File: src/design/ray_triangle_hit_test_unit_defines.svh
// ----------------------------------------------------------------------------
// Ray/triangle hit test unit: assertion macros
// Concurrent checks clocked on clk_i and disabled while rst_ni is low.
// ----------------------------------------------------------------------------
`ifndef RAY_TRIANGLE_HIT_TEST_UNIT_DEFINES_SVH
`define RAY_TRIANGLE_HIT_TEST_UNIT_DEFINES_SVH

`ifndef SYNTHESIS
`define RTHT_ASSERT(lbl, prop, msg) \
  lbl: assert property (@(posedge clk_i) disable iff (!rst_ni) (prop)) else $error(msg);
`define RTHT_ASSERT_NEVER(lbl, cond, msg) \
  lbl: assert property (@(posedge clk_i) disable iff (!rst_ni) !(cond)) else $error(msg);
`else
`define RTHT_ASSERT(lbl, prop, msg)
`define RTHT_ASSERT_NEVER(lbl, cond, msg)
`endif

`endif

File: src/design/rtht_pkg.sv
// ----------------------------------------------------------------------------
// Ray/triangle hit test package
// Shared constants, register codes and queue status type.
// ----------------------------------------------------------------------------
package rtht_pkg;

  localparam int COORD_BITS_DEF = 16;
  localparam int FIFO_DEPTH_DEF = 4;
  localparam int DET_MIN_BITS   = 50;
  localparam int CFG_IDX_W      = 3;

  localparam logic [DET_MIN_BITS-1:0] DET_MIN_RESET = DET_MIN_BITS'(17);

  typedef enum logic [CFG_IDX_W-1:0] {
    CFG_ORIGIN_X = 3'd0,
    CFG_ORIGIN_Y = 3'd1,
    CFG_ORIGIN_Z = 3'd2,
    CFG_DIR_X    = 3'd3,
    CFG_DIR_Y    = 3'd4,
    CFG_DIR_Z    = 3'd5,
    CFG_DET_MIN  = 3'd6
  } cfg_idx_e;

  typedef struct packed {
    logic full;
    logic empty;
  } fifo_status_t;

endpackage

File: src/design/rtht_fifo.sv
// ----------------------------------------------------------------------------
// Ray/triangle hit test queue
// Short register queue between the front end and the arithmetic pipeline.
// ----------------------------------------------------------------------------
`include "ray_triangle_hit_test_unit_defines.svh"

module rtht_fifo #(
  parameter int WIDTH = 8,
  parameter int DEPTH = 4
) (
  input  logic                   clk_i,
  input  logic                   rst_ni,
  input  logic                   push_i,
  input  logic [WIDTH-1:0]       push_data_i,
  input  logic                   pop_i,
  output logic [WIDTH-1:0]       pop_data_o,
  output rtht_pkg::fifo_status_t status_o
);

  localparam int PTRW = (DEPTH > 1) ? $clog2(DEPTH) : 1;
  localparam int CNTW = $clog2(DEPTH + 1);

  logic [WIDTH-1:0] mem_q [DEPTH];
  logic [PTRW-1:0]  wr_ptr_q, wr_ptr_d;
  logic [PTRW-1:0]  rd_ptr_q, rd_ptr_d;
  logic [CNTW-1:0]  cnt_q, cnt_d;

  assign status_o.full  = (cnt_q == CNTW'(DEPTH));
  assign status_o.empty = (cnt_q == '0);
  assign pop_data_o     = mem_q[rd_ptr_q];

  always_comb begin
    wr_ptr_d = wr_ptr_q;
    rd_ptr_d = rd_ptr_q;
    cnt_d    = cnt_q;
    if (push_i) begin
      wr_ptr_d = (wr_ptr_q == PTRW'(DEPTH - 1)) ? '0 : wr_ptr_q + 1'b1;
    end
    if (pop_i) begin
      rd_ptr_d = (rd_ptr_q == PTRW'(DEPTH - 1)) ? '0 : rd_ptr_q + 1'b1;
    end
    if (push_i && !pop_i) begin
      cnt_d = cnt_q + 1'b1;
    end else if (pop_i && !push_i) begin
      cnt_d = cnt_q - 1'b1;
    end
  end

  always_ff @(posedge clk_i or negedge rst_ni) begin
    if (!rst_ni) begin
      wr_ptr_q <= '0;
      rd_ptr_q <= '0;
      cnt_q    <= '0;
    end else begin
      wr_ptr_q <= wr_ptr_d;
      rd_ptr_q <= rd_ptr_d;
      cnt_q    <= cnt_d;
    end
  end

  always_ff @(posedge clk_i) begin
    if (push_i) begin
      mem_q[wr_ptr_q] <= push_data_i;
    end
  end

  `RTHT_ASSERT_NEVER(a_no_push_full, push_i && status_o.full, "push into full queue")
  `RTHT_ASSERT_NEVER(a_no_pop_empty, pop_i && status_o.empty, "pop from empty queue")

endmodule

File: config.mk
export PLATFORM = sky130hd
export DESIGN_NAME = rtht_fifo
export DESIGN_NICKNAME = d
export VERILOG_FILES = /design/src/design/rtht_pkg.sv /design/src/design/rtht_fifo.sv
export VERILOG_INCLUDE_DIRS = /design/src /design/src/design
export SDC_FILE = /design/constraint.sdc
export NUM_CORES = 1
export LEC_CHECK = 0
export BUFFER_PORTS_ARGS = -buffer_cell sky130_fd_sc_hd__buf_2
export CAP_MARGIN = 10
export CORE_MARGIN = 2
export CORE_UTILIZATION = 38
export CTS_CLUSTER_DIAMETER = 120
export DETAILED_ROUTE_END_ITERATION = 10
export PLACE_DENSITY_LB_ADDON = 0.12
export SETUP_SLACK_MARGIN = 0.5
export SYNTH_ARGS = -nofsm -noshare
export SYNTH_HDL_FRONTEND = slang
export SYNTH_SLANG_ARGS = --single-unit
File: constraint.sdc
create_clock -name clk_i -period 2.5 [get_ports clk_i]
set_input_delay 0.125 -clock clk_i [delete_from_list [all_inputs] [get_ports clk_i]]
set_output_delay 0.125 -clock clk_i [all_outputs]
set_load 0.01 [all_outputs]
* Word level (Yosys, flattened, before mapping) *
Memory sizes are Yosys's and may differ from the RTL's.
Cells that the tools add are included.

word-level totals
  register bits after elaboration = 7
  input port bits = 12
  memory bits (writable) = 32
  word-level logic and storage cells = 23
  memories = 1

memory list
  memory  words  bits a word  read ports  clocked after Yosys merged registers in  write ports  RTL line         source
  mem_q   4      8            1           0                                        1            rtht_fifo.sv:23  logic [WIDTH-1:0] mem_q [DEPTH];

cells by class
  muxes and demuxes = 6
  add/subtract/negate cells = 4
  eq/ne operators = 3
  reduce and logical (&&, ||, !) cells = 6

operators with widths
  operator                                           number
  2-to-1 mux 3 bit                                   2
  adder 2 x 1 -> 2 bit (second input constant)       2
  equality test 2 bit (second input constant)        2
  2-to-1 mux 2 bit                                   2
  adder 3 x 1 -> 3 bit (second input constant)       1
  equality test 3 bit (second input constant)        1
  zero test 3 bit                                    1
  subtractor 3 x 1 -> 3 bit (second input constant)  1
  logical AND 1 bit                                  2
  zero test 1 bit                                    2
  2-to-1 mux 1 bit                                   2
  nonzero test 2 bit                                 1

* Logic depth before layout (Yosys ltp) *
  word-level depth = 4
  gate-level depth with buffers = 7
  mapped depth without buffers = 7

* Worst setup path before layout *
No wires, ideal clock.

  kind = register to register
  from = register cnt_q[0]
  to = register cnt_q[2]
  setup slack = 1205 ps
  cell stages (with the launch flop) = 5
  arrival time = 1216 ps
  cells stage by stage = dfrtp_1 -> fa_1 -> xor2_1 -> nor2_1 -> xor2_1

between the ends
  longest elaborated chain between the ends = 3
  elaborated cells between the ends (all ways) = 4
  classes of those cells = add/sub (2); mux (2)

ends and longest elaborated chain
  element                    RTL line         source
  start, declared            rtht_fifo.sv:26  logic [CNTW-1:0] cnt_q, cnt_d;
  start signal, assigned     rtht_fifo.sv:57  cnt_q <= cnt_d;
  subtractor 3 x 1 -> 3 bit  rtht_fifo.sv:45  cnt_d = cnt_q - 1'b1;
  2-to-1 mux 3 bit           rtht_fifo.sv:44  end else if (pop_i && !push_i) begin
  2-to-1 mux 3 bit *         rtht_fifo.sv:42  if (push_i && !pop_i) begin

Every way passes the cells marked *; elsewhere a longest branch is shown, timed or not. The select of a mux whose other input is x is not followed.
A chain may end at the register's enable or synchronous reset.

* Worst setup path after layout *
  from = register rd_ptr_q[0]
  to = output port pop_data_o[5]

between the ends
  longest elaborated chain between the ends = 1

ends and longest elaborated chain
  element                 RTL line         source
  start, declared         rtht_fifo.sv:25  logic [PTRW-1:0] rd_ptr_q, rd_ptr_d;
  start signal, assigned  rtht_fifo.sv:56  rd_ptr_q <= rd_ptr_d;
  memory (4 x 8 bit)      n/a
  end, declared           rtht_fifo.sv:16  output logic [WIDTH-1:0] pop_data_o,

No other way between the ends.

==> results.md <==
* Status: completed
* Post-DP HPWL at 1695 µm
* Least-Margin Pin Slew at 0.4783 ns
* Setup violations, final at 0
* Port Buffers at 21
* Final Cell Area at 0.001818 mm²
* Vias per cell at 4.777
* Mapped cell area at 0.001570 mm²
* P&R area growth vs syn at 15.78%
* Most used flip-flop cell after synthesis: edfxtp_1
* F_max at 592.7 MHz
* Wirelength per Cell at 15.65 µm
* Endpoint type of the worst setup path: output port
* Placeable Area at 0.004000 mm²
* Starting Density at 39.26%
* Die footprint at 0.004662 mm²
* Gr ovfl total at 0
* Routed wire length at 2457 µm
* Clock skew at 0.007072 ns
* Die H at 68.28 µm
* Dpl cell area at 0.001722 mm²
* CTS tree: yes
* Asr flop ratio synth at 17.95%
* Maximum clock path buffer count at 2
* Postcts setup bufs at 0
* HP Class: in -> reg
* Leak at 0.0006767 µW
* Worst Setup SP: rd_ptr_q[0]
* Top cells by area, synth: edfxtp_1 (61%), mux4_2 (11%), dfrtp_1 (11%), ha_1 (4.8%), mux2_2 (2.2%)
* FF-to-FF Start: wr_ptr_q[0]
* RSZ-0062 raised after global routing: false
* Num ports at 22
* Most common library cells after synthesis: edfxtp_1 (32), mux4_2 (8), dfrtp_1 (7), ha_1 (6), inv_1 (5)
* Placement row count at 23
* First-iteration detailed-routing DRC count at 33
* Most frequent cell after synthesis: edfxtp_1
* HP Start: push_data_i[2]
* GP Congestion at 0.6746
* Flops & latches, synth at 39
* Nets at 125
* Pwr dens at 1055 mW/mm²
* First-pass GRT wire length at 4015 µm
* Crit Path Class: reg -> out
* Synth top area share at 61.20%
* Period minus WS final at 1.687 ns
* Req. time, crit path at 2.38 ns
* Largest net degree at the start of global routing at 13
* Vias in the first global route at 801
* Yosys warnings at 0
* Sinks on Clock Net at 39
* Count of cell types in the netlist at 18
* Final period util at 67.49%
* Slew Viols, Final at 0
* # diodes at 0
* Post-synth EDFFs at 32
* CTS root buf: clkbuf_8
* Initial antenna violation count at 0
* Gr usage total at 13.08%
* Clock Pin Slew Worst Setup and Hold Paths at 0.07 ns
* Startpoint types: flip-flop
* Drt drc at 0
* DR vias at 750
* VDD IR max at 501.7 µV
* CP max FO at 11
* Fraction of layout cells with a size suffix above 1 at 37.38%
* CTS buffer count at 5
* Width of the die at 68.28 µm
* Arr. time, crit path at 1.56 ns
* First-pass DRT Iterations at 4
* TNS Setup at 0 ns
* Avg Cell Area, Syn at 19.88 µm²
* Max_cap viols at 0
* Area leader, netlist: edfxtp_1
* Slew HR at 68.11%
* Final Hold Fails at 0
* Final ANT Viol Nets at 0
* Syn Nets at 98
* Seq/Total Area, Yosys at 72.35%
* H-tree depth at 2
* Synth Instances at 79
* Worst-Skew Late Latency at 0.29 ns
[routing by layer]
metal	track usage [%]	vias up	share of wire [%]
met1	16.37	379	45
met2	20.51	17	49
met3	4.934	3	5.1
li1	-	351	-
met4	5.250	0	1.3
met5	0	-	0
[power by group]
part	leakage (µW)	switching [µW]	internal, µW
Combinational	0.000260	231	288
Clock	0.0000412	208	195
Sequential	0.000376	139	857
Total	0.000677	579	1340
[cell type report]
| class | count | area, µm² |
|---|---|---|
| fillers | 356 | 2182 |
| flip-flops and latches | 39 | 1137 |
| multi-input cells | 33 | 399.1 |
| repair buffers | 22 | 115.1 |
| clock buffers | 6 | 72.57 |
| well taps | 50 | 62.56 |
| inverters | 5 | 18.77 |
| clock inverters | 2 | 12.51 |
[through the flow]
stage / hold WS, ns / cells / power (µW) / utilization [%] / setup slack, ns
2_1_floorplan: -0.1706 / 79 / 1365 / - / 1.205
3_3_place_gp: -0.02912 / 148 / 1523 / 43.04 / 0.8905
3_5_place_dp: -0.02688 / 148 / 1544 / 43.04 / 0.8906
4_1_cts: 0.03847 / 157 / 1954 / 45.42 / 0.5612
5_1_grt: 0.04181 / 157 / 2061 / 45.45 / 0.7014
6_report: 0.04882 / 157 / 1918 / 45.45 / 0.8127
[logic make-up (layout without fill, tap and decap cells)]
logic type | count (synthesis) | count (layout) | synth area share, %
XOR/XNOR | 3 | 3 | 1.674
multiplexers | 11 | 11 | 13.63
flip-flops | 39 | 39 | 72.35
AND/OR/NAND/NOR | 10 | 10 | 3.426
buffers and inverters | 7 | 35 | 2.231
adder cells (fa/ha/maj) | 7 | 7 | 6.056
AO/OA/AOI/OAI | 2 | 2 | 0.6375
[critical path, cell delays in order, from the launching register on]
cell and delay [ns]:
dfrtp_2 0.57, mux4_2 0.55, buf_2 0.15
[state kept, by name, indices dropped and copies added, names as in the netlist]
| name | count |
|---|---|
| mem_q | 32 |
| cnt_q | 3 |
| rd_ptr_q | 2 |
| wr_ptr_q | 2 |
[repair_timing]
item,in CTS,in global routing
gates resized for setup,0,1
hold endpoints to repair,7,0
hold buffers,1,0
setup endpoints to repair,0,8
[path summary, 6_finish.rpt]
path | to | depth (start not counted) | slack [ns]
worst max-delay path | pop_data_o[5] | 2 | 0.81
worst min register to register | cnt_q[2] | 1 | 0.49
min in group asynchronous | wr_ptr_q[0] | 2 | 0.19
max in group asynchronous | rd_ptr_q[0] | 2 | 2.13
worst max register to register | mem_q[2][6] | 3 | 1.06
worst min-delay path | mem_q[3][2] | 1 | 0.05
[cell usage in the layout, fill, tap and decap left out, drive strengths merged]
cell type    netlist  final
and2               4      4
buf                2     21
clkbuf             0      6
clkinv             0      1
clkinvlp           0      1
dfrtp              7      7
dlygate4sd3        0      1
edfxtp            32     32
fa                 1      1
ha                 6      6
inv                5      5
mux2               3      3
mux4               8      8
nand2              1      1
nand3              1      1
nor2               2      2
nor3               1      1
nor3b              1      1
o21ai              2      2
xnor2              1      1
xor2               2      2
Note: power is estimated with default switching activity, not from simulation.
