### src/design/ray_triangle_hit_test_unit_defines.svh
// ----------------------------------------------------------------------------
// Ray/triangle hit test unit: assertion macros
// Concurrent checks clocked on clk_i and disabled while rst_ni is low.
// ----------------------------------------------------------------------------
`ifndef RAY_TRIANGLE_HIT_TEST_UNIT_DEFINES_SVH
`define RAY_TRIANGLE_HIT_TEST_UNIT_DEFINES_SVH

`ifndef SYNTHESIS
`define RTHT_ASSERT(lbl, prop, msg) \
  lbl: assert property (@(posedge clk_i) disable iff (!rst_ni) (prop)) else $error(msg);
`define RTHT_ASSERT_NEVER(lbl, cond, msg) \
  lbl: assert property (@(posedge clk_i) disable iff (!rst_ni) !(cond)) else $error(msg);
`else
`define RTHT_ASSERT(lbl, prop, msg)
`define RTHT_ASSERT_NEVER(lbl, cond, msg)
`endif

`endif

### src/design/rtht_pkg.sv
// ----------------------------------------------------------------------------
// Ray/triangle hit test package
// Shared constants, register codes and queue status type.
// ----------------------------------------------------------------------------
package rtht_pkg;

  localparam int COORD_BITS_DEF = 16;
  localparam int FIFO_DEPTH_DEF = 4;
  localparam int DET_MIN_BITS   = 50;
  localparam int CFG_IDX_W      = 3;

  localparam logic [DET_MIN_BITS-1:0] DET_MIN_RESET = DET_MIN_BITS'(17);

  typedef enum logic [CFG_IDX_W-1:0] {
    CFG_ORIGIN_X = 3'd0,
    CFG_ORIGIN_Y = 3'd1,
    CFG_ORIGIN_Z = 3'd2,
    CFG_DIR_X    = 3'd3,
    CFG_DIR_Y    = 3'd4,
    CFG_DIR_Z    = 3'd5,
    CFG_DET_MIN  = 3'd6
  } cfg_idx_e;

  typedef struct packed {
    logic full;
    logic empty;
  } fifo_status_t;

endpackage

### src/design/rtht_front.sv
// ----------------------------------------------------------------------------
// Ray/triangle hit test front end
// Accepts triangle beats, forms both edges and the origin offset, and pushes
// them into the queue.
// ----------------------------------------------------------------------------
`include "ray_triangle_hit_test_unit_defines.svh"

module rtht_front #(
  parameter int COORD_BITS = 16,
  parameter int EW         = COORD_BITS + 1
) (
  input  logic                         clk_i,
  input  logic                         rst_ni,
  input  logic                         in_valid_i,
  output logic                         in_stall_o,
  input  logic signed [COORD_BITS-1:0] v0_i [3],
  input  logic signed [COORD_BITS-1:0] v1_i [3],
  input  logic signed [COORD_BITS-1:0] v2_i [3],
  input  logic signed [COORD_BITS-1:0] origin_i [3],
  input  rtht_pkg::fifo_status_t       fifo_status_i,
  output logic                         push_o,
  output logic [9*EW-1:0]              push_data_o
);

  logic              f_valid_q, f_valid_d;
  logic [9*EW-1:0]   f_data_q, f_data_d;
  logic signed [EW-1:0] e1 [3];
  logic signed [EW-1:0] e2 [3];
  logic signed [EW-1:0] ao [3];
  logic              accept;

  assign in_stall_o  = f_valid_q && fifo_status_i.full;
  assign push_o      = f_valid_q && !fifo_status_i.full;
  assign push_data_o = f_data_q;
  assign accept      = in_valid_i && !in_stall_o;

  always_comb begin
    for (int i = 0; i < 3; i++) begin
      e1[i] = EW'(v1_i[i]) - EW'(v0_i[i]);
      e2[i] = EW'(v2_i[i]) - EW'(v0_i[i]);
      ao[i] = EW'(origin_i[i]) - EW'(v0_i[i]);
    end
    f_data_d = '0;
    for (int i = 0; i < 3; i++) begin
      f_data_d[i*EW +: EW]     = e1[i];
      f_data_d[(3+i)*EW +: EW] = e2[i];
      f_data_d[(6+i)*EW +: EW] = ao[i];
    end
  end

  always_comb begin
    if (accept) begin
      f_valid_d = 1'b1;
    end else if (push_o) begin
      f_valid_d = 1'b0;
    end else begin
      f_valid_d = f_valid_q;
    end
  end

  always_ff @(posedge clk_i or negedge rst_ni) begin
    if (!rst_ni) begin
      f_valid_q <= 1'b0;
    end else begin
      f_valid_q <= f_valid_d;
    end
  end

  always_ff @(posedge clk_i) begin
    if (accept) begin
      f_data_q <= f_data_d;
    end
  end

  `RTHT_ASSERT(a_stall_only_when_held, in_stall_o |-> f_valid_q, "stall without held beat")
  `RTHT_ASSERT(a_held_beat_kept, (f_valid_q && !push_o) |=> f_valid_q, "held beat lost")

endmodule

### config.mk
export PLATFORM = sky130hd
export DESIGN_NAME = rtht_front
export DESIGN_NICKNAME = d
export VERILOG_FILES = /design/src/design/rtht_pkg.sv /design/src/design/rtht_front.sv
export VERILOG_INCLUDE_DIRS = /design/src /design/src/design
export SDC_FILE = /design/constraint.sdc
export NUM_CORES = 1
export LEC_CHECK = 0
export ABC_AREA = 0
export BUFFER_PORTS_ARGS = -buffer_cell sky130_fd_sc_hd__buf_2
export CORE_MARGIN = 2
export CORE_UTILIZATION = 50
export CTS_BUF_LIST = sky130_fd_sc_hd__clkbuf_4 sky130_fd_sc_hd__clkbuf_8
export DETAILED_ROUTE_END_ITERATION = 16
export PLACE_DENSITY_LB_ADDON = 0.25
export SYNTH_ARGS = -nofsm -noshare
export SYNTH_HDL_FRONTEND = slang
export SYNTH_SLANG_ARGS = --single-unit
### constraint.sdc
create_clock -name clk_i -period 9.55 [get_ports clk_i]
set_clock_uncertainty 0.1 [all_clocks]
set_input_delay 1.4325 -clock clk_i [delete_from_list [all_inputs] [get_ports clk_i]]
set_output_delay 1.4325 -clock clk_i [all_outputs]
set_load 0.02 [all_outputs]
# --- Word level (Yosys, flattened, before mapping) ---
# Cells that the tools add are included.
word_totals:
  regBits: 154
  inputBits: 197
  out_inout_bits: 155
  elab_cells: 19
op_classes:
  n_addsub: 9
  muxes: 2
  reduce_logical: 6
op_table:
  columns: ["cell", "n"]
  rows:
  - ["$sub A16 B16 Y17", 9]
  - ["$logic_and A1 B1 Y1", 3]
  - ["$logic_not A1 Y1", 2]
  - ["$mux W1", 2]
  - ["$reduce_bool A2 Y1", 1]

# --- Logic depth before layout (Yosys ltp) ---
# Gate-level depths: netlist of run 1.
logic_depth:
  depth_word: 4
  depth_mapped: 10
  depth_no_buf: 10

# --- Least setup slack after synthesis of run 1 ---
# No wires, ideal clock.
synth_timing:
  kind: "input port to flip-flop"
  from: "in fifo_status_i[1] in the netlist's numbering"
  to: "reg f_data_q[0], in the netlist push_data_o[0], enable pin"
  setup_time_ns: 0.682
  t_arrival_ns: 8.384
  t_required_ns: 8.768
  setup_slack_ns: 0.384
  cell_stages: 2
  n_path_buf: 0
  cell_sequence: "and2_1 nor2b_1"
synth_between:
  elab_chain_cells: 3
synth_lines:
  columns: ["element", "line_no", "source"]
  rows:
  - ["start, declared", "rtht_front.sv:20", "input rtht_pkg::fifo_status_t fifo_status_i,"]
  - ["$logic_and A1 B1 Y1", "rtht_front.sv:32", "assign in_stall_o = f_valid_q && fifo_status_i.full;"]
  - ["$logic_not A1 Y1", "rtht_front.sv:35", "assign accept = in_valid_i && !in_stall_o;"]
  - ["$logic_and A1 B1 Y1", "rtht_front.sv:35", null]
  - ["via accept", "rtht_front.sv:30", "logic accept;"]
  - ["end signal, assigned", "rtht_front.sv:71", "f_data_q <= f_data_d;"]
  - ["end, declared", "rtht_front.sv:26", "logic [9*EW-1:0] f_data_q, f_data_d;"]
# The timed path passes the listed nets, and every way through them passes these cells.
# A chain may end at the register's enable or synchronous reset.

==> impl_results.md, run 1 <==
* Status: complete, no violations
* Worst-margin pin slew at 0.9673 ns
* Vias/cell at 5.451
* WHS at 0.6161 ns
* Worst r2r src: f_valid_q
* Relative slew slack at roughly 36%
* Hold-fix buffers, CTS at 0
* Post-Route WL at 29.21 mm
* Crit path kind: in -> reg
* Hold Fails Final Rpt at 0
* Chip height at 153.5 um
* Port-buffer cells at 350
* Routed vias at 9425
* Hold path depth at 2
* Nets at 1783
* HP Start: f_valid_q
* Starting density of the core at 51.05%
* Syn_area_per_cell at roughly 10 um2
* Layout cells sized above 1 at 27.59%
* Detailed Place HPWL at between 20 and 25 mm
* CP required at 9.66 ns
* CTS buffer count at 17
* Ys async rst share at less than 1%
* Largest net degree at the start of global routing at 73
* RSZ-0062 raised after global routing: no
* CTS H-Tree Depth at 4
* Syn Nets at 1417
* First-pass GRT wire length at between 40 and 50 mm
* Die ar. at between 20000 and 25000 um2
* Power Density at 149.9 nW/um2
* DR WL/cell at 16.89 um
* First-pass DRT Iterations at 5
* # DRC at 0
* DIE WIDTH at 153.5 um
* R2r endpoint: push_data_o[140]
* Setup Buffers After CTS at 0
* Worst Path Arrival at 3.79 ns
* Synth Flop Type: edfxtp_1
* M1 GR Usage at 30.47%
* Max_cap viols at 0
* # resized after CTS at 0
* Mapped Area at 11170 um2
* Top cells by area, synth: edfxtp_1 (41%), ha_1 (16%), xnor2_1 (6.1%), a21oi_1 (3.9%), inv_1 (3.4%)
* Met3 Use GR at 5.778%
* Routed Antenna Nets at 0
* Global Route Usage Sum at 23.94%
* EDFF count, synth at 153
* FF-to-FF path depth at 3
* Max Freq at 271.2 MHz
* Grt met2 use at 39.89%
* CTS tree: built
* Setup_tns at 0 ns
* Global routing's busiest layer: met2
* Tcrit/Tclk final at 38.61%
* Core Area at 21890 um2
* Warnings from Yosys at 0
* Clk_lat worst skew at 0.45 ns
* Crit end category: flip-flop
* Vias in the first global route at 9013
* Register area share after synthesis at 41.34%
* P_leak at 6.423 nW
* Reg2reg setup slack at 7.07 ns
* Setup WS pre-CTS at 5.472 ns
* Register bit total from synthesis at 154
* Drt initial violations at 586
* Area delta synth->final at 22.20%
* Clk sinks at 154
* WHS Endpoint: f_valid_q
* FILL cells at 1858
* Tmin final at 3.687 ns
* VDD IR max at just over 0.00008 V
* Library cells used by synthesis at 59
* Deepest clock path buffer count at 2
* Placed cell areas at 13280 um2
* Setup ws final at 5.863 ns
* Clock transition at path regs at 0.09 ns
* Top-area cell type share of the netlist area at 41.12%
* Post-Syn Instances at 1067
* Max-slew violation count at 0
* Max FO, Critical Path at 3
* # setup viols final at 0
* GRT overflow at 0
* Hold WC Path Type: reg -> reg
* Post-route cell area at approximately 14000 um2
* CP Launch Type: input pin
* Ports at around 350
* RePlAce Congestion at 0.9273
* Root Driver: clkbuf_8
* Row count at 54
* Initial antenna violation count at 5
* Synth area leader: edfxtp_1
-- report_power, final --
group          leakage (nW)  total [W]  internal (W)  switching, W
Combinational          4.78   0.000690      0.000276      0.000414
Clock                 0.172   0.000485      0.000213      0.000271
Sequential             1.47   0.000873      0.000855     0.0000177
Total                  6.42    0.00205       0.00134      0.000703
-- cells in the final DEF, fill, tap and decap left out, types with 4 or more instances in the layout --
cell type / n
a21oi_1: 86
nor2_1: 67
o211ai_1: 5
o2111ai_1: 4
fa_1: 9
clkinvlp_4: 5
nor2b_1: 25
edfxtp_1: 153
xor2_1: 40
inv_6: 4
ha_1: 144
a31oi_1: 13
o21a_1: 18
a211oi_1: 10
nor4_1: 4
and4_1: 4
o31ai_1: 6
o21bai_1: 6
nand4_1: 12
o21ai_0: 62
xnor2_1: 78
a41o_1: 4
o31a_1: 4
buf_2: 350
inv_1: 102
nand3_1: 14
a21o_1: 44
nand2_1: 54
clkbuf_8: 17
nor3_1: 17
a21boi_0: 8
nand2b_1: 18
-- registers in the layout, summed over array words and instances, names as in the netlist --
signal and count:
f_valid_q 1, push_data_o 153
-- metal layers --
layer	part of all wire, %	up-vias
met5	0.072	-
met2	47	381
met1	42	4314
li1	-	4665
met4	3.1	4
met3	8.5	61
-- through the flow --
step,cells,power (W),utilization [%]
2_1_floorplan,1067,0.001373,-
3_3_place_gp,1694,0.001561,60.67
3_5_place_dp,1694,0.001574,60.67
4_1_cts,1726,0.002061,62.35
5_1_grt,1729,0.002156,62.38
6_report,1729,0.002047,62.38
-- worst max path at each step --
stage                      from              end  slack (ns)  cells after the start
2_1_floorplan  fifo_status_i[1]   push_data_o[0]        0.38                      2
3_3_place_gp           v0_i[16]  push_data_o[84]        5.52                     10
3_5_place_dp            v0_i[0]  push_data_o[50]        5.47                     10
4_1_cts                 v0_i[0]  push_data_o[50]        5.98                     10
5_1_grt                 v0_i[0]  push_data_o[50]        5.79                     10
6_report                v0_i[0]  push_data_o[50]        5.86                     10
-- kinds of logic after synthesis --
family,synth area share (%)
AO/OA/AOI/OAI,17.51
XOR/XNOR,9.249
adder cells (fa/ha/maj),17.74
buffers and inverters,3.594
flip-flops,41.34
AND/OR/NAND/NOR,10.57
-- cell type report --
class,count,area (um2),share of cell area (%)
Tap cell,280,350.3,2.566
Clock buffer,19,249.0,1.823
Multi-Input combinational cell,806,6161,45.12
Timing Repair Buffer,352,1767,12.94
Antenna cell,3,7.507,0.05498
Sequential cell,154,4619,33.83
Clock inverter,13,118.9,0.8704
Inverter,102,382.9,2.804
-- Yosys cell counts (all sizes together), types with 6 or more instances --
master / n
ha: 144
nand3: 14
nor4: 6
fa: 9
edfxtp: 153
nand4: 12
nand2b: 18
inv: 102
xnor2: 78
o21ai: 63
xor2: 40
nor3: 19
a21boi: 8
o31ai: 6
a21oi: 86
a21o: 44
nand2: 54
a31oi: 13
a211oi: 10
o21bai: 6
nor2: 67
nor2b: 27
o21a: 18
-- critical path, cell delays in order --
cell,delay (ns)
buf_2,0.12
ha_1,0.21
fa_1,0.42
nor2b_1,0.14
o21ai_0,0.09
nand2b_1,0.11
a31oi_1,0.17
o21ai_0,0.64
a21oi_1,0.16
a211o_1,0.31
No activity file was read; power rests on OpenSTA's default activity.
==> inputs of run 2 (changes only) <==
--- a/config.mk
+++ b/config.mk
@@ -6,7 +6,7 @@
 export SDC_FILE = /design/constraint.sdc
 export NUM_CORES = 1
 export LEC_CHECK = 0
-export ABC_AREA = 0
+export ABC_AREA = 1
 export BUFFER_PORTS_ARGS = -buffer_cell sky130_fd_sc_hd__buf_2
 export CORE_MARGIN = 2
 export CORE_UTILIZATION = 50
==> constraint.sdc (replaced) <==
create_clock -name clk_i -period 3.2 [get_ports clk_i]
set_clock_uncertainty 0.1 [all_clocks]
set_input_delay 0.48 -clock clk_i [delete_from_list [all_inputs] [get_ports clk_i]]
set_output_delay 0.48 -clock clk_i [all_outputs]
set_load 0.02 [all_outputs]
==> run 2 against run 1 <==
  * Sequential share of layout area fell by 5.7 points
  * Die area rose by 22%
  * Register-to-register slack got worse by 5.6 ns
  * Critical path depth rose by 1
  * Synthesized area rose by 22%
  * Combinational power rose to 3.4 times the previous value
  * Synthesized cell count rose by 89%
==> impl_results.md, run 2 <==
* Largest net degree at the start of global routing at 45
* First-pass GRT wire length at 59.24 mm
* Synth Flop Type: edfxtp_1
* DIE WIDTH at 169.3 um
* RePlAce Congestion at 0.9165
* CTS buffer count at 17
* Syn_area_per_cell at 6.765 um2
* # resized after CTS at 0
* Chip height at 169.3 um
* Syn Nets at 2369
* Global Route Usage Sum at about a quarter
* Placed cell areas at 15950 um2
* Max Freq at 532.1 MHz
* Status: complete, no violations
* Ys async rst share at 0.6494%
* Detailed Place HPWL at around 31 mm
* Max_cap viols at 0
* Post-Syn Instances at between 2000 and 2500
* Setup_tns at 0 ns
* Tmin final at 1.879 ns
* Top cells by count, synth: nand2_1 (846), inv_1 (496), edfxtp_1 (153)
* CTS H-Tree Depth at 4
* Clock transition at path regs at 0.09 ns
* Top cells by area, synth: edfxtp_1 (34%), nand2_1 (23%), inv_1 (14%), ha_1 (13%), nand3_1 (3.7%)
* Reg2reg setup slack at between 1.5 and 2 ns
* Vias/cell at 4.793
* Routed Antenna Nets at 0
* Crit end category: flip-flop
* Crit path kind: in -> reg
* CP Launch Type: input pin
* Row count at 60
* CP required at 3.30 ns
* Register area share after synthesis at 33.82%
* Clk_lat worst skew at 0.44 ns
* Layout cells sized above 1 at between 10% and 20%
* Synth area leader: edfxtp_1
* First-pass DRT Iterations at 8
* CTS tree: built
* Relative slew slack at approximately 72%
* WHS Endpoint: f_valid_q
* WHS at 0.1649 ns
* Top-count cell post-synth: nand2_1
* Register bit total from synthesis at approximately 150
* # setup viols final at 0
* Max reg flops at 153
* Post-Route WL at 37.63 mm
* Clk sinks at 154
* EDFF count, synth at 153
* DR WL/cell at ~14 um
* Drt initial violations at 771
* Hold Fails Final Rpt at 0
* Ports at 352
* Post-Place Cells at 2715
* VDD IR max at 0.0002391 V
* Post-route cell area at 16430 um2
* Routed vias at between 10000 and 15000
* Port-buffer cells at 350
* Max FO, Critical Path at 3
* Mapped Area at between 10000 and 15000 um2
* Starting density of the core at 50.82%
* Vias in the first global route at 12490
* Worst Path Arrival at 1.98 ns
* Hold WC Path Type: in -> reg
* P_leak at 10.05 nW
* Tcrit/Tclk final at 58.73%
* HP Start: in_valid_i
* Worst-margin pin slew at between 0.4 and 0.5 ns
* Die ar. at 28660 um2
* Worst r2r src: f_valid_q
* Power Density at ~400 nW/um2
* GRT overflow at 0
* Area delta synth->final at 20.28%
* # DRC at 0
* Library cells used by synthesis at 14
* Nets at 2744
* Commonest non-fill, non-tap cell in the layout: nand2_1
* Deepest clock path buffer count at 2
* Core Area at around 27000 um2
* Finished Core Util at between 60% and 70%
* FF-to-FF path depth at 4
* Root Driver: clkbuf_8
* Hold path depth at 3
* Max-slew violation count at 0
* Commonest non-fill, non-tap cells in the layout: nand2_1 (845), inv_1 (495), buf_2 (350)
* Top-area cell type share of the netlist area at 33.64%
* RSZ-0062 raised after global routing: no
* Finished Layout Cells at 2754
* Warnings from Yosys at 0
* Initial antenna violation count at 8
* R2r endpoint: push_data_o[78]
[run 2: cell types whose count changed after synthesis, sizes merged, moves of 44 or more]
cell / delta
nand2: +794
xnor2: -58
a21o: -44
o21ai: -63
nand3: +87
inv: +394
[run 2: repair_timing]
item                      4_1_cts  5_1_grt
hold buffers                    1        0
hold endpoints to repair        1        0
setup buffers                   0        0
[run 2: metal layers]
layer  track usage, %  routed length [um]
met3            5.107                2442
met5                0                   7
met1            32.04               16260
met2            45.13               17650
met4            10.29                1272
[run 2: power by group]
group          internal [W]  switching (W)
Clock              0.000883       0.000866
Combinational      0.000831        0.00155
Sequential          0.00253      0.0000578
Total               0.00424        0.00247
[run 2: through the flow]
step,worst slack [ns],power (W)
5_1_grt,1.224,0.007131
2_1_floorplan,-0.1670,0.004272
4_1_cts,1.379,0.006743
3_3_place_gp,0.8968,0.004946
3_5_place_dp,0.8866,0.004994
6_report,1.321,0.006714
[run 2: how the worst max path moves through the flow]
| stage | from | end | slack [ns] | depth (start not counted) |
|---|---|---|---|---|
| finish | v0_i[0] | push_data_o[44] | 1.32 | 11 |
| global route | v0_i[0] | push_data_o[97] | 1.22 | 11 |
| CTS | v0_i[0] | push_data_o[46] | 1.38 | 11 |
| detailed placement | v0_i[0] | push_data_o[146] | 0.89 | 11 |
| global placement | v0_i[0] | push_data_o[50] | 0.90 | 11 |
| floorplan | fifo_status_i[1] | push_data_o[0] | -0.17 | 3 |
[run 2: final cells by class]
| class | instances | area (um2) |
|---|---|---|
| inverter | 496 | 1867 |
| timing repair buffer | 356 | 1849 |
| antenna | 6 | 15.01 |
| clock buffer | 18 | 241.5 |
| multi-input combinational | 1369 | 7202 |
| sequential | 154 | 4619 |
| fill | 2530 | 10450 |
| clock inverter | 14 | 209.0 |
| tap | 341 | 426.7 |
[run 2: critical path, stage by stage]
cell,delay (ns)
buf_2,0.12
ha_1,0.23
fa_1,0.42
inv_1,0.07
nand2_1,0.06
nand2_1,0.13
nand3_1,0.08
nand2_1,0.14
nand2_1,0.09
nand3_1,0.08
nand2_1,0.07
[run 2: cells by family (layout without fill, tap and decap cells)]
kind of cell,after synthesis,in the layout,synth area share [%]
AND/OR/NAND/NOR,1063,1063,30.70
flip-flops,154,154,33.82
buffers and inverters,496,884,13.63
adder cells (fa/ha/maj),153,153,14.51
XOR/XNOR,63,63,4.040
other,0,6,0
AO/OA/AOI/OAI,90,90,3.298
==> inputs of run 3 (changes only) <==
==> constraint.sdc (replaced) <==
create_clock -name clk_i -period 1.73 [get_ports clk_i]
set_clock_uncertainty 0.1 [all_clocks]
set_input_delay 0.2595 -clock clk_i [delete_from_list [all_inputs] [get_ports clk_i]]
set_output_delay 0.2595 -clock clk_i [all_outputs]
set_load 0.02 [all_outputs]
==> run 3 against run 2 <==
  * Die area is the same
  * Non-clock buffer count up 195
  * Routed wire length increased by 7.5%
  * Worst hold slack worse by 0.060 ns
  * Global-route usage increased by 1.7 points
  * Register-to-register slack worse by 1.3 ns
  * Cell area rose by 8.8%
  * First-iteration DRC count is 32% higher
  * Worst setup slack worse by 1.1 ns
  * Flip-flop and latch count is the same
  * Critical endpoint is now push_data_o[50]
==> impl_results.md, run 3 (same netlist as run 2, synthesis figures left out) <==
* Status: complete, no violations
* Detailed Place HPWL at 33.69 mm
* Clock transition at path regs at roughly 0.11 ns
* Tcrit/Tclk final at 90.13%
* Core Area at approximately 27000 um2
* Seq pwr share at about 38%
* WHS Endpoint: push_data_o[119]
* Crit end category: flip-flop
* Post-Route WL at 40.47 mm
* Hold path depth at 3
* CTS buffer count at 17
* Commonest non-fill, non-tap cells in the layout: nand2_1 (846), inv_1 (495), buf_2 (350)
* Power Density at just over 700 nW/um2
* GRT overflow at 0
* RSZ-0062 raised after global routing: no
* Routed Antenna Nets at 0
* Deepest clock path buffer count at 2
* Routed vias at 14240
* Nets at 2939
* Relative slew slack at 77.79%
* Chip height at 169.3 um
* Hold Fails Final Rpt at 0
* Reg2reg setup slack at 0.18 ns
* Ports at 352
* Vias in the first global route at 13500
* # resized after CTS at 0
* DIE WIDTH at 169.3 um
* Largest net degree at the start of global routing at 44
* CTS H-Tree Depth at 4
* Clk sinks at 154
* Vias/cell at 4.826
* CP Launch Type: input pin
* Worst r2r src: f_valid_q
* Global Route Usage Sum at 27.74%
* Pwr Total at 0.01274 W
* Combinational share of power at 40.1%
* Starting density of the core at 50.82%
* Setup ws final at 0.1708 ns
* Max_cap viols at 0
* Max reg flops at 153
* Crit path kind: in -> reg
* WHS at 0.1054 ns
* RePlAce Congestion at between 0.9 and 1
* Post-Place Cells at 2907
* Finished Layout Cells at 2950
* Initial antenna violation count at 9
* Root Driver: clkbuf_8
* Drt initial violations at 1018
* Worst-margin pin slew at 0.3327 ns
* First-pass DRT Iterations at 5
* Layout cells sized above 1 at a little under a quarter
* Die ar. at 28660 um2
* Setup WS pre-CTS at -0.3050 ns
* # DRC at 0
* R2r endpoint: push_data_o[71]
* CP required at 1.86 ns
* DR WL/cell at between 10 and 15 um
* FF-to-FF path depth at 5
* Max Freq at around 640 MHz
* HP Start: v0_i[16]
* Max FO, Critical Path at 3
* P_leak at around 11 nW
* Row count at 60
* VDD IR max at 0.0004215 V
* Max-slew violation count at 0
* First-pass GRT wire length at 62.94 mm
* Tmin final at 1.559 ns
* Area delta synth->final at 30.81%
* P_int at 0.007929 W
* Commonest non-fill, non-tap cell in the layout: nand2_1
* Part of the power in the clock network at 22.2%
* Sw power at around 0.0048 W
* Worst Path Arrival at 1.69 ns
* Clk_lat worst skew at 0.46 ns
* CTS tree: built
* # setup viols final at 0
* Setup_tns at 0 ns
* Hold WC Path Type: in -> reg
* Port-buffer cells at 350
* Sw Share at between 30% and 40%
==> run 3: cell count changes in the layout (fill, tap and decap cells not counted), sizes merged <==
cell / previous run / this run
buf: 355 / 547
clkinv: 2 / 8
bufinv: 4 / 1
dlygate4sd3: 1 / 4
clkinvlp: 2 / 0
clkbuf: 18 / 17
diode: 6 / 7
==> run 3: power by group through the flow <==
stage | registers (W) | logic, W | clock network (W)
2_1_floorplan | 0.00537 | 0.00253 | 0
3_3_place_gp | 0.00488 | 0.00492 | 0
3_5_place_dp | 0.00488 | 0.00505 | 0
4_1_cts | 0.00480 | 0.00508 | 0.00289
5_1_grt | 0.00483 | 0.00568 | 0.00304
6_report | 0.00480 | 0.00511 | 0.00283
==> run 3: area by class of cell <==
type,instances,area (um2)
Inverter,496,1862
Antenna cell,7,17.52
Clock inverter,15,142.6
Fill cell,2404,9007
Sequential cell,154,4619
Timing Repair Buffer,551,3358
Tap cell,341,426.7
Multi-Input combinational cell,1369,7208
Clock buffer,17,234.0
==> run 3: worst max-delay path: stages <==
cell     delay, ns
buf_2         0.12
ha_1          0.23
fa_2          0.36
inv_1         0.06
nand2_1       0.05
nand2_1       0.13
nand3_1       0.09
nand2_1       0.16
nand2_1       0.10
nand3_1       0.08
nand2_1       0.05
==> run 3: metrics by stage <==
step                utilization [%]  instance area, um2
floorplan                         -               13690
global placement              64.87               17430
detailed placement            64.87               17430
CTS                           66.42               17850
global route                  66.47               17860
finish                        66.49               17870
==> run 3: per-layer routing <==
metal	GRT usage, %	part of all wire, %	vias up
met5	0	0.086	-
met4	12.30	3.6	6
met3	5.340	6.9	92
met2	48.11	48	499
met1	33.51	41	6340
li1	-	-	7299
==> run 3: what timing repair did <==
| item | CTS | global route |
|---|---|---|
| buffers inserted | 0 | 0 |
| hold buffers | 4 | 0 |
| hold endpoints to repair | 2 | 0 |
==> run 3: worst max-delay path by stage <==
stage	cells after the start	from	end	slack [ns]
global placement	11	v0_i[0]	push_data_o[101]	-0.26
CTS	3	f_valid_q	in_stall_o	0.17
finish	11	v0_i[0]	push_data_o[50]	0.17
global route	11	v0_i[0]	push_data_o[50]	0.08
floorplan	3	f_valid_q	push_data_o[0]	-1.59
detailed placement	11	v0_i[0]	push_data_o[101]	-0.31
